## config.mk

```make
export PLATFORM = sky130hd
export DESIGN_NAME = dqb_isqrt
export DESIGN_NICKNAME = d
export VERILOG_FILES = /design/src/dqb_pkg.sv /design/src/dqb_isqrt.sv
export SDC_FILE = /design/constraint.sdc
export NUM_CORES = 2
export LEC_CHECK = 0
export BUFFER_PORTS_ARGS = -buffer_cell sky130_fd_sc_hd__buf_2
export CAP_MARGIN = 20
export CORE_MARGIN = 2
export CORE_UTILIZATION = 25
export DETAILED_ROUTE_END_ITERATION = 7
export MAX_ROUTING_LAYER = met4
export PLACE_DENSITY = 0.41
export REMOVE_ABC_BUFFERS = 1
export SLEW_MARGIN = 20
export SYNTH_ARGS = -nofsm -noshare
export SYNTH_HDL_FRONTEND = slang
export SYNTH_MEMORY_MAX_BITS = 65536
export SYNTH_SLANG_ARGS = --single-unit
```

## constraint.sdc

```tcl
create_clock -name aclk -period 5.5 [get_ports aclk]
set_input_delay 1.1 -clock aclk [delete_from_list [all_inputs] [get_ports aclk]]
set_output_delay 1.1 -clock aclk [all_outputs]
set_load 0.02 [all_outputs]
```

## src/dqb_pkg.sv

```systemverilog
// Shared constants, types and helpers for the dual-quaternion blend pipeline.
// Used by every module under src; depends on nothing.
package dqb_pkg;

    localparam int FRAC_BITS   = 16;
    localparam int COMP_W      = 32;
    localparam int WEIGHT_BITS = 16;
    localparam int WEIGHT_W    = WEIGHT_BITS + 1;
    localparam int NUM_COMP    = 8;
    localparam int NUM_REAL    = 4;

    localparam logic [WEIGHT_W-1:0] WEIGHT_ONE = WEIGHT_W'(1) << WEIGHT_BITS;

    typedef logic signed [COMP_W-1:0] comp_t;

    localparam logic signed [63:0] COMP_MAX    = 64'sd2147483647;
    localparam logic signed [63:0] WEIGHT_HALF = 64'sd1 <<< (WEIGHT_BITS - 1);
    localparam logic signed [63:0] FRAC_HALF   = 64'sd1 <<< (FRAC_BITS - 1);

    // blend products: 32b signed x 18b signed
    localparam int BL_W = COMP_W + WEIGHT_W + 1;

    // length and square root
    localparam int SQ_W        = 2 * COMP_W;
    localparam int ROOT_W      = COMP_W;
    localparam int SQRT_STAGES = SQ_W / 2;
    localparam int SQRT_REM_W  = ROOT_W + 4;
    localparam logic [SQ_W-1:0] EPS_SQ_LIMIT =
        ((64'd1 << (2 * FRAC_BITS)) + 64'd999999999999) / 64'd1000000000000;

    // rounded division: numerator 2*|c|*2^F + len, divisor 2*len
    localparam int NUM_W   = COMP_W + FRAC_BITS + 1;
    localparam int DEN_W   = ROOT_W + 1;
    localparam int DIV_REM_W = DEN_W + 1;

    // projection widths
    localparam int RN_W = FRAC_BITS + 2;
    localparam int PR_W = COMP_W + RN_W;
    localparam int PS_W = PR_W + 2;
    localparam int PJ_W = PS_W - FRAC_BITS;
    localparam int RP_W = RN_W + PJ_W;

    // pipeline stage numbers (stage n is the nth register after the input)
    localparam int ST_C    = 3;
    localparam int ST_SUM  = ST_C + 2;
    localparam int ST_ROOT = ST_SUM + SQRT_STAGES;
    localparam int ST_Q    = ST_ROOT + 1 + NUM_W;
    localparam int ST_N    = ST_Q + 1;
    localparam int ST_OUT  = ST_N + 4;

    typedef struct packed {
        logic [63:0] real_xy;
        logic [63:0] real_zw;
        logic [63:0] dual_xy;
        logic [63:0] dual_zw;
        logic        degenerate;
    } res_t;

    function automatic comp_t sat_comp(input logic signed [63:0] v);
        comp_t r;
        if (v > COMP_MAX) begin
            r = COMP_W'(COMP_MAX);
        end else if (v < -COMP_MAX) begin
            r = COMP_W'(-COMP_MAX);
        end else begin
            r = v[COMP_W-1:0];
        end
        return r;
    endfunction

endpackage

```

## src/dqb_isqrt.sv

```systemverilog
// Pipelined integer square root, one result bit per stage.
// Depends on dqb_pkg.
module dqb_isqrt import dqb_pkg::*; (
    input  logic              aclk,
    input  logic              en,
    input  logic [SQ_W-1:0]   sq,
    output logic [ROOT_W-1:0] root
);

    logic [SQRT_REM_W-1:0] rem_reg  [1:SQRT_STAGES];
    logic [ROOT_W-1:0]     root_reg [1:SQRT_STAGES];
    logic [SQ_W-1:0]       sq_reg   [1:SQRT_STAGES];

    genvar k;
    for (k = 0; k < SQRT_STAGES; k++) begin : g_stage
        logic [SQRT_REM_W-1:0] rem_in, rem_sh, trial;
        logic [ROOT_W-1:0]     root_in;
        logic [SQ_W-1:0]       sq_in;

        if (k == 0) begin : g_first
            assign rem_in  = '0;
            assign root_in = '0;
            assign sq_in   = sq;
        end else begin : g_rest
            assign rem_in  = rem_reg[k];
            assign root_in = root_reg[k];
            assign sq_in   = sq_reg[k];
        end

        assign rem_sh = {rem_in[SQRT_REM_W-3:0], sq_in[SQ_W-1 -: 2]};
        assign trial  = SQRT_REM_W'({root_in, 2'b01});

        always_ff @(posedge aclk) begin
            if (en) begin
                if (rem_sh >= trial) begin
                    rem_reg[k+1]  <= rem_sh - trial;
                    root_reg[k+1] <= {root_in[ROOT_W-2:0], 1'b1};
                end else begin
                    rem_reg[k+1]  <= rem_sh;
                    root_reg[k+1] <= {root_in[ROOT_W-2:0], 1'b0};
                end
                sq_reg[k+1] <= sq_in << 2;
            end
        end
    end

    assign root = root_reg[SQRT_STAGES];

endmodule

```

# ---- Word level (Yosys, flattened, before mapping)
# Memories as Yosys holds them, arrays and structs flattened.
# Cells that the tools add are included.
dict set report totals {
  reg_bits 0
  ramBits 4160
  in_bits 66
  out_inout_bits 32
  wordCells 389
  n_memories 3
}
# memory words width rd rd_ports_with_merged_regs write_ports line_no
set memory_table {}
lappend memory_table {sq_reg 32 62 31 0 32 dqb_isqrt.sv:12} ;# logic [SQ_W-1:0] sq_reg [1:SQRT_STAGES];
lappend memory_table {rem_reg 32 36 31 0 32 dqb_isqrt.sv:10} ;# logic [SQRT_REM_W-1:0] rem_reg [1:SQRT_STAGES];
lappend memory_table {root_reg 32 32 32 0 32 dqb_isqrt.sv:11} ;# logic [ROOT_W-1:0] root_reg [1:SQRT_STAGES];
dict set report classes {
  n_addsub 32
  n_lt_le_gt_ge 32
  mux 258
  bitwise 64
}
# cell n
set ops {}
lappend ops {{$mux 36} 32}
lappend ops {{$ge 36x34->1} 31}
lappend ops {{$sub 36x34->36} 31}
lappend ops {{$mux 32} 32}
lappend ops {{$mux 1} 194}
lappend ops {{$or 1x1->1} 64}
lappend ops {{$sub 2x1->3 const B} 1}
lappend ops {{$ge 2x1->1 const B} 1}

# ---- Depth between registers and ports, before layout
# An unclocked memory read counts as a cell.
dict set report logic_depth {
  ltp_word 6
  depth_mapped 15
  mapped_depth_nobuf 13
}

# ---- Worst setup path after synthesis
# No wires, ideal clock.
dict set report synth_path {
  path_type {in2reg}
  startpoint {input en}
  endpoint {register rem_reg[0][936] (netlist name)}
  setup_time_ps 439
  arrival_ps 4044
  t_required_ps 5061
  setup_slack_ps 1017
  path_stages 6
  n_path_buf 6
  cell_sequence {clkbuf_1 clkbuf_1 clkbuf_1 clkbuf_1 clkbuf_1 clkbuf_1}
}
# element line_no
set synth_lines {}
lappend synth_lines {{from (decl)} dqb_isqrt.sv:5} ;# input logic en,

==> impl_metrics.env <==
export IMPL_worstReg2RegStart="root_reg[0][898]"
export IMPL_final_min_clock_period_ns=4.23
export IMPL_clkTransAtPathRegs_ns=0.06
export IMPL_vdd_drop_max_mv=0.262
export IMPL_final_cell_mix="edfxtp_1, inv_1, nand2_1, ha_1, a21oi_1"
export IMPL_overflow=0
export IMPL_area_delta_synth_final_pct=15.7
export IMPL_die_x_um=687
export IMPL_placed_area_sq_um=125000
export IMPL_ys_flop_type="edfxtp_1"
export IMPL_slew_headroom_pct=21.7
export IMPL_timing_max_cap_violations=0
export IMPL_largest_reg_flops=1003
export IMPL_critPathCaptureType="flip-flop"
export IMPL_synth_distinct_cells=102
export IMPL_synth_edff_count=2523
export IMPL_drc=0
export IMPL_min_to="sq_reg[0][88]"
export IMPL_cts_resized=0
export IMPL_fillers=46800
export IMPL_antenna_found_initial=5
export IMPL_die_h_um=687
export IMPL_postCtsSetupBuffers=0
export IMPL_async_flop_share_pct=0
export IMPL_via_count=68700
export IMPL_ant_nets=0
export IMPL_syn_inst=8924
export IMPL_finalSetupTns_ns=0
export IMPL_finalMaxSlewViolations=0
export IMPL_rsz0062_at_grt="no"
export IMPL_clock_path_buffers=4
export IMPL_avgViaCountPerCell=4.39
export IMPL_core_area_sq_um=464000
export IMPL_cts_inserted_buffers=312
export IMPL_whs_ns=0.323
export IMPL_cp_max_fo=45
export IMPL_yosysSeqAreaShare_pct=64.9
export IMPL_worstMarginPinSlew_ns=1.17
export IMPL_gp_congestion=0.829
export IMPL_synth_avg_cell_area_sq_um=13.1
export IMPL_layout_commonest_cell="edfxtp_1"
export IMPL_reg2reg_slack_ns=1.27
export IMPL_crit_type="flip-flop to flip-flop"
export IMPL_cp_start_kind="flip-flop"
export IMPL_ys_seq_elements=2523
export IMPL_p_per_area_nw_per_um2=416
export IMPL_fmax_mhz=237
export IMPL_yosysWarnings=0
export IMPL_clockRootBuffer="clkbuf_16"
export IMPL_cts_htree_levels=5
export IMPL_die_area_sq_um=472000
export IMPL_clk_latency_ns=0.93
export IMPL_hp_start="sq[26]"
export IMPL_first_pass_iters=5
export IMPL_routedWlPerCell_um=16.8
export IMPL_status="complete, no violations"
export IMPL_syn_area_sq_um=117000
export IMPL_seq_area_sq_um=75800
export IMPL_grt_max_degree=182
export IMPL_multi_input_area_sq_um=37600
export IMPL_grt_pass1_wl_um=409000
export IMPL_io_pins=98
export IMPL_cts_tree="yes"
export IMPL_hold_violations=0
export IMPL_drtIter0Drc=4121
export IMPL_wl_um=263000
export IMPL_setup_viol=0
export IMPL_portBuffers=97
export IMPL_fin_crit_sh_pct=76.8
export IMPL_power_leakage_nw=50.0
export IMPL_r2r_end="rem_reg[0][1048]"
export IMPL_hold_depth=1
export IMPL_worstPathRequired_ns=6.15
export IMPL_rows=250
export IMPL_nNetsFinal=9855
export IMPL_cts_num_sinks=2523
export IMPL_timing_critical_path_from="root_reg[0][898]"
export IMPL_track_usage_pct=11.2
export IMPL_reg2reg_depth=11
export IMPL_grt_pass1_vias=69900
export IMPL_final_cell_area_sq_um=135000
export IMPL_drive_gt1_share_pct=8.36
export IMPL_cts_hold_buffers=0
export IMPL_clock_skew_ns=0.0914
export IMPL_start_util_pct=25.1
export IMPL_worstPathArrival_ns=4.88
export IMPL_min_path_type="input port to flip-flop"
export IMPL_hpwl_um=188000
==> cells in the mapped netlist (67+ instances only) <==
| cell | n | share of area, % |
|---|---|---|
| a21o_1 | 219 | 1.4 |
| inv_1 | 713 | 2.3 |
| nor2b_1 | 74 | 0.40 |
| mux2_2 | 67 | 0.65 |
| edfxtp_1 | 2523 | 65 |
| o21ai_0 | 482 | 2.1 |
| nor2_1 | 513 | 1.6 |
| xor2_1 | 404 | 3.0 |
| nor3_1 | 223 | 0.96 |
| o21a_1 | 91 | 0.59 |
| clkbuf_1 | 160 | 0.51 |
| nand3_1 | 132 | 0.57 |
| or3_1 | 100 | 0.54 |
| ha_1 | 563 | 6.0 |
| xnor2_1 | 446 | 3.3 |
| nor4_1 | 108 | 0.58 |
| a21oi_1 | 539 | 2.3 |
| nand2b_1 | 113 | 0.61 |
| nand2_1 | 600 | 1.9 |
| nand4_1 | 92 | 0.49 |
==> per-stage QoR <==
stage          power (W)  std cells  util [%]  setup slack, ns
2_1_floorplan     0.0329       8733         -           -0.227
3_3_place_gp      0.0364      15100      26.9            0.956
3_5_place_dp      0.0365      15100      26.9            0.992
4_1_cts           0.0573      15600      29.1             1.23
5_1_grt           0.0594      15600      29.1            0.909
6_report          0.0562      15600      29.1             1.27
==> cell type report <==
| type | count | area share [%] |
|---|---|---|
| Tap cell | 6174 | 5.72 |
| Timing Repair Buffer | 179 | 0.928 |
| Multi-Input combinational cell | 5495 | 27.8 |
| Antenna cell | 2 | 0.00371 |
| Clock buffer | 378 | 6.01 |
| Sequential cell | 2523 | 56.1 |
| Inverter | 715 | 1.99 |
| Clock inverter | 180 | 1.43 |
==> worst max path at each step <==
stage,end,slack (ns),depth (start not counted)
floorplan,rem_reg[0][1077],-0.23,11
global placement,rem_reg[0][829],0.96,9
detailed placement,rem_reg[0][829],0.99,9
CTS,rem_reg[0][1048],1.23,11
global route,rem_reg[0][819],0.91,13
finish,rem_reg[0][1048],1.27,11
==> cell families after synthesis <==
kind of cell | count (synthesis) | synth area share, %
DFF | 2523 | 64.9
and+or+nand+nor | 2269 | 9.82
AOI/OAI and AO/OA | 1735 | 9.12
buffers and inverters | 906 | 2.97
xor gates and xnor gates | 850 | 6.38
adders and majority gates | 563 | 6.04
muxes | 78 | 0.758
==> worst max-delay path, cell delays in order, from the launching register on <==
cell,delay (ns)
edfxtp_1,0.51
inv_1,0.08
ha_1,0.35
o21a_1,0.15
o31a_1,0.13
or4_1,0.46
a31oi_1,0.38
o21ai_0,0.36
a211oi_1,0.68
o31ai_4,0.17
buf_4,0.32
mux2_2,0.34
==> report_power, final <==
part | switching, W | internal (W) | total (W)
Sequential | 0.00163 | 0.0242 | 0.0259
Clock | 0.00838 | 0.0118 | 0.0202
Combinational | 0.00586 | 0.00423 | 0.0101
Total | 0.0159 | 0.0403 | 0.0562
==> metal layers <==
| layer | global-route usage [%] | vias to the layer above | routed length (um) |
|---|---|---|---|
| li1 | - | 33600 | - |
| met4 | 3.63 | 0 | 8510 |
| met3 | 1.62 | 466 | 9570 |
| met5 | - | - | 0 |
| met2 | 19.7 | 1184 | 134000 |
| met1 | 13.1 | 33400 | 111000 |
Note: power is estimated with default switching activity, not from simulation.
